<file path="config.mk">
export PLATFORM = sky130hd
export DESIGN_NAME = smej_front
export DESIGN_NICKNAME = d
export VERILOG_FILES = /design/src/sv/smej_pkg.sv /design/src/sv/smej_front.sv
export SDC_FILE = /design/constraint.sdc
export NUM_CORES = 1
export LEC_CHECK = 0
export ABC_AREA = 1
export BUFFER_PORTS_ARGS = -buffer_cell sky130_fd_sc_hd__buf_2
export CELL_PAD_IN_SITES_DETAIL_PLACEMENT = 1
export CELL_PAD_IN_SITES_GLOBAL_PLACEMENT = 1
export CORE_MARGIN = 2
export CORE_UTILIZATION = 51
export CTS_BUF_LIST = sky130_fd_sc_hd__clkbuf_8 sky130_fd_sc_hd__clkbuf_16
export DETAILED_ROUTE_END_ITERATION = 8
export GPL_TIMING_DRIVEN = 0
export PLACE_DENSITY_LB_ADDON = 0.1
export SLEW_MARGIN = 25
export SYNTH_ARGS = -nofsm -noshare
export SYNTH_HDL_FRONTEND = slang
export SYNTH_SLANG_ARGS = --single-unit
</file>
<file path="constraint.sdc">
create_clock -name clk -period 24.6 [get_ports clk]
set_clock_uncertainty 0.1 [all_clocks]
set_input_delay 3.69 -clock clk [delete_from_list [all_inputs] [get_ports clk]]
set_output_delay 3.69 -clock clk [all_outputs]
set_load 0.05 [all_outputs]
</file>
<file path="src/sv/smej_pkg.sv">
`timescale 1ns / 1ps
// Shared types and constants for the sorted merge equi-join block.
// No dependencies; every other file of the block but smej_ram imports this package.
package smej_pkg;

  // Sizes of the B table and of the per-probe result limit.
  localparam int B_DEPTH     = 4096;
  localparam int B_AW        = $clog2(B_DEPTH);
  localparam int B_CW        = $clog2(B_DEPTH + 1);
  localparam int MAX_MATCHES = 64;
  localparam int M_CW        = $clog2(MAX_MATCHES + 1);

  // Field widths of the items.
  localparam int KEY_W = 64;
  localparam int TAG_W = 32;
  localparam int ID_W  = 32;
  localparam int ENT_W = KEY_W + ID_W;

  // Depth of the command queue between front and back.
  localparam int Q_DEPTH = 4;
  localparam int Q_AW    = $clog2(Q_DEPTH);
  localparam int Q_CW    = $clog2(Q_DEPTH + 1);

  // Function codes carried in the input tuser.
  localparam logic [1:0] FN_LOAD    = 2'd0;
  localparam logic [1:0] FN_PROBE   = 2'd1;
  localparam logic [1:0] FN_RESTART = 2'd2;

  // One queued command.
  typedef struct packed {
    logic [1:0]       func;
    logic [KEY_W-1:0] key;
    logic [TAG_W-1:0] a_tag;
    logic [ID_W-1:0]  b_ident;
  } cmd_t;

endpackage

</file>
<file path="src/sv/smej_front.sv">
`timescale 1ns / 1ps
// Front end: accepts input items, drops unused function codes and queues
// the rest for the back end. Depends on smej_pkg.
module smej_front
  import smej_pkg::*;
(
  input  logic         clk,
  input  logic         rst_n,
  input  logic         in_tvalid,
  output logic         in_tready,
  input  logic [127:0] in_tdata,
  input  logic [1:0]   in_tuser,
  output logic         q_vld,
  output cmd_t         q_cmd,
  input  logic         q_pop
);

  cmd_t            q_mem_r [Q_DEPTH];
  logic [Q_AW-1:0] wr_ptr_r;
  logic [Q_AW-1:0] rd_ptr_r;
  logic [Q_CW-1:0] cnt_r;
  logic            push;
  cmd_t            in_cmd;

  // Unpack the item; an unused code is taken but never queued.
  always_comb begin
    in_cmd.func    = in_tuser;
    in_cmd.key     = in_tdata[KEY_W-1:0];
    in_cmd.a_tag   = in_tdata[KEY_W+TAG_W-1:KEY_W];
    in_cmd.b_ident = in_tdata[KEY_W+TAG_W+ID_W-1:KEY_W+TAG_W];
  end

  assign in_tready = (cnt_r != Q_CW'(Q_DEPTH));
  assign push = in_tvalid && in_tready &&
                ((in_tuser == FN_LOAD) || (in_tuser == FN_PROBE) ||
                 (in_tuser == FN_RESTART));
  assign q_vld = (cnt_r != '0);
  assign q_cmd = q_mem_r[rd_ptr_r];

  // Queue storage.
  always_ff @(posedge clk) begin
    if (push) begin
      q_mem_r[wr_ptr_r] <= in_cmd;
    end
  end

  // Queue pointers and fill count.
  always_ff @(posedge clk) begin
    if (!rst_n) begin
      wr_ptr_r <= '0;
      rd_ptr_r <= '0;
      cnt_r    <= '0;
    end else begin
      if (push) begin
        wr_ptr_r <= wr_ptr_r + 1'b1;
      end
      if (q_pop) begin
        rd_ptr_r <= rd_ptr_r + 1'b1;
      end
      if (push && !q_pop) begin
        cnt_r <= cnt_r + 1'b1;
      end else if (!push && q_pop) begin
        cnt_r <= cnt_r - 1'b1;
      end
    end
  end

endmodule

</file>
# [Yosys cells after proc, flatten, opt, wreduce, memory -nomap -nowiden]
# Memory sizes are Yosys's and may differ from the RTL's. A register that Yosys moved wholly into a read port is not among the register bits.
# Index checks and enable logic that the tools add are counted.
# W data, S select, Z words.
[word_totals] out_inout_bits=132 register_bits=7 memories=1 mem_bits_rw=520 in_bits=134
[classes] add_sub_neg=4 eq_ne=3 n_reduce_logical=11 n_mux=6
[mem_list] name="q_mem_r" words=4 width=130 read_ports=1 rd_ports_with_merged_regs=1 write_ports=1 line="smej_front.sv:18" text="cmd_t q_mem_r [Q_DEPTH];"
[ops] operator="$mux W3" count=2
[ops] operator="$add A2 B1 Y2 const B" count=2
[ops] operator="$logic_and A1 B1 Y1" count=4
[ops] operator="$mux W2" count=2
[ops] operator="$add A3 B1 Y3 const B" count=1
[ops] operator="$ne A3 B3 Y1 const B" count=1
[ops] operator="$reduce_bool A3 Y1" count=1
[ops] operator="$sub A3 B1 Y3 const B" count=1
[ops] operator="$eq A2 B1 Y1 const B" count=1
[ops] operator="$eq A2 B2 Y1 const B" count=1
[ops] operator="$logic_not A1 Y1" count=2
[ops] operator="$logic_not A2 Y1" count=1
[ops] operator="$logic_or A1 B1 Y1" count=2
[ops] operator="$mux W1" count=2
[ops] operator="$reduce_bool A2 Y1" count=1

# [Logic depth before layout (Yosys ltp)]
[depth] word_depth=8 ltp_mapped=13 ltp_nobuf=13

# [Worst setup path before layout]
# OpenSTA, ideal clock, no wires.
[synth_path] path_type="input port to flip-flop" startpoint="in in_tvalid" endpoint="mem q_mem_r[0][0] in the netlist's numbering, enable pin" required_ps=23879 n_path_buf=0 arrival_ps=9564 stages=4 slack_ps=14315 setup_ps=621 cell_sequence="inv_1 -> a21oi_1 -> nand2_1 -> nor2_1"
[synth_via] elab_chain_cells=4
[synth_rtl] item="start, declared" line="smej_front.sv:9" text="input logic in_tvalid,"
[synth_rtl] item="$logic_and A1 B1 Y1 (2 in a row)" line="smej_front.sv:34" text="assign push = in_tvalid && in_tready &&"
[synth_rtl] item="$mux W1" line="smej_front.sv:42" text="if (push) begin"
[synth_rtl] item="$mux W1 (not written as such)" line="smej_front.sv:43" text="q_mem_r[wr_ptr_r] <= in_cmd;"
[synth_rtl] item="end, declared" line="smej_front.sv:18"
# Every way passes these cells.

==> metrics.csv <==
metric,value,unit
wire per inst,23.85,um
CP Max Fanout,10,
f_max,152.7,MHz
CTS buffer count,53,
combinational share of power,15.2,%
Die ar.,40330,um2
die height,200.8,um
Clk pwr share,37.5,%
Worst EP required,20.81,ns
Final ANT Viol Nets,0,
vias,12759,
layout cells sized above 1,25.09,%
crit start category,flip-flop,
Synth Register Bits,529,
sw frac,27.32,%
initial antenna violation count,12,
Seq pwr share,47.3,%
top layer in use,met5,
"Distinct cells, synth",22,
RePlAce Congestion,0.7532,
Fin. Hold Viols,0,
Std-Cell Rows,72,
Mapped Cells,1323,
post-route cell area,24370,um2
P_int,0.001615,W
static leakage,8.594,nW
Power Dens Cells,91.15,nW/um2
first-pass GRT wire length,81.50,mm
CTS tree,built,
# clock sinks,529,
CTS root buffer,clkbuf_16,
sw power,0.0006069,W
run status,"finished, final reports clean",
number of fill cells,3672,
Finish-stage setup viols,0,
sequential area share after synthesis,79.95,%
die extent in x,200.8,um
wl on met1,21.51,mm
port buffer count,265,
gr usage total,26.81,%
"Slew Viols, Final",0,
RSZ-0062 raised after global routing,false,
Detail Route met3 WL,3.590,mm
total number of yosys warnings,0,
largest net degree at the start of global routing,23,
GRT Residual Overflow,0,
# DRC,0,
Clock Path Buffers,3,
VDD IR max,0.06542,mV
HP Class,reg2reg,
syn avg cell area,14.93,um2
Skew-Pair Late Insertion Delay,0.59,ns
H-tree Lvls,2,
Post-Place Cell Area,22540,um2
number of global-route vias before repair,13699,
critical path class,reg2out,
arrival time worst endpoint,2.76,ns
Tcrit/Tclk final,26.62,%
syn_nets,1463,
routed wire length,53.60,mm
Initial Util,51.36,%
Setup TNS,0,ns
WL met2,27.08,mm
post-cts hold buffer count,0,
Nets,1813,
vias per cell,5.678,
cell area after synthesis,19760,um2
Area Growth Syn to Fin,23.37,%
Slew HR,52.39,%
number of gates resized after CTS,0,
DR iter-0 viols,919,
core area,38470,um2
Ports,266,
max-cap viol count,0,
CP Capture Type,primary output,
minimum clock period,6.550,ns
Slew @ Worst Pin,0.7124,ns
Post CTS Setup Buffer Count,0,
drt pass-1 iters,5,
Post-DP HPWL,34.11,mm
"Reg clk slew, reported paths",0.06,ns
[area by class of cell]
type | count | area (um2) | area share (%)
sequential | 529 | 15800 | 64.80
tap | 518 | 648.1 | 2.659
inverter | 20 | 87.58 | 0.3593
multi-input combinational | 689 | 3348 | 13.74
timing repair buffer | 295 | 2102 | 8.624
buffer | 85 | 555.5 | 2.279
antenna | 11 | 27.53 | 0.1129
clock inverter | 41 | 377.9 | 1.550
clock buffer | 59 | 1431 | 5.873
[per-stage QoR]
stage,worst slack [ns],util (%),power [W],hold slack [ns],std cells
6_report,18.05,63.36,0.002222,0.3667,2247
5_1_grt,17.88,63.32,0.002291,0.4040,2240
4_1_cts,17.97,63.29,0.002237,0.3743,2236
3_5_place_dp,18.02,58.59,0.001408,0.3642,2136
3_3_place_gp,9.334,56.49,0.001395,0.3191,2106
2_1_floorplan,14.31,-,0.001290,0.3115,1323
[metal layers]
layer  global-route usage [%]  vias up
met5                        0        -
met3                    5.731       94
met2                    45.41      463
li1                         -     5740
met1                    34.57     6452
met4                    9.286       10
[cells by family (layout without fill, tap and decap cells)]
| logic type | after synthesis | count (layout) | synth area share [%] |
|---|---|---|---|
| flops | 529 | 529 | 79.95 |
| compound gates | 400 | 400 | 10.96 |
| simple gates | 283 | 283 | 5.421 |
| buf+inv | 105 | 500 | 3.255 |
| fa+ha+maj | 6 | 6 | 0.4180 |
| other cells | 0 | 11 | 0 |
[path summary, 6_finish.rpt]
check	from	to	slack, ns	cells past startpoint
setup reg to reg	cnt_r[0]$_SDFFE_PN0P_	q_mem_r[3][56]$_DFFE_PP_	21.80	8
hold reg to reg	rd_ptr_r[1]$_SDFFE_PN0P_	rd_ptr_r[1]$_SDFFE_PN0P_	0.37	1
hold / removal	rd_ptr_r[1]$_SDFFE_PN0P_	rd_ptr_r[1]$_SDFFE_PN0P_	0.37	1
setup / recovery	flip-flop	q_cmd[30]	18.05	6
[registers in the layout, indices dropped and copies added (netlist names), named ones only]
| register | count |
|---|---|
| rd_ptr_r | 2 |
| cnt_r | 3 |
| q_mem_r | 520 |
| wr_ptr_r | 2 |
[Yosys cell counts]
master	n	area share, %
a21oi_1	6	0.15
buf_12	2	0.20
buf_2	14	0.35
buf_4	1	0.038
buf_6	22	1.3
buf_8	1	0.076
clkbuf_1	40	0.76
clkbuf_2	5	0.13
dfxtp_1	9	0.91
edfxtp_1	520	79
fa_1	1	0.10
ha_1	5	0.32
inv_1	18	0.34
inv_12	1	0.082
inv_2	1	0.019
nand2_1	8	0.15
nand3_1	5	0.13
nand4_1	1	0.032
nor2_1	269	5.1
o21ai_0	194	4.9
o21ai_1	70	1.8
o22ai_1	130	4.1
[power groups by stage]
stage                     sequential [W]  clock [W]  combinational [W]
after global placement           0.00109          0           0.000309
after CTS                        0.00105   0.000845           0.000341
after global routing             0.00105   0.000879           0.000359
final                            0.00105   0.000832           0.000338
after floorplan                  0.00108          0           0.000213
after detailed placement         0.00107          0           0.000339
[placed cells by master, fill, tap and decap left out, drive strengths merged]
cell and count:
nor2 269, bufinv 7, buf 335, dfxtp 9, inv 29, ha 5, o21ai 264, clkinv 20
nand2 8, clkinvlp 5, diode 11, o22ai 130, clkbuf 104, fa 1, edfxtp 520, nand4 1
a21oi 6, nand3 5
[critical path, cell delays in order, from the launching register on]
cell and delay [ns]:
dfxtp_1 0.39, inv_2 0.13, buf_2 0.38, clkbuf_1 0.47
o21ai_0 0.20, o22ai_1 0.26, buf_2 0.33
(Power assumes the default switching activity.)
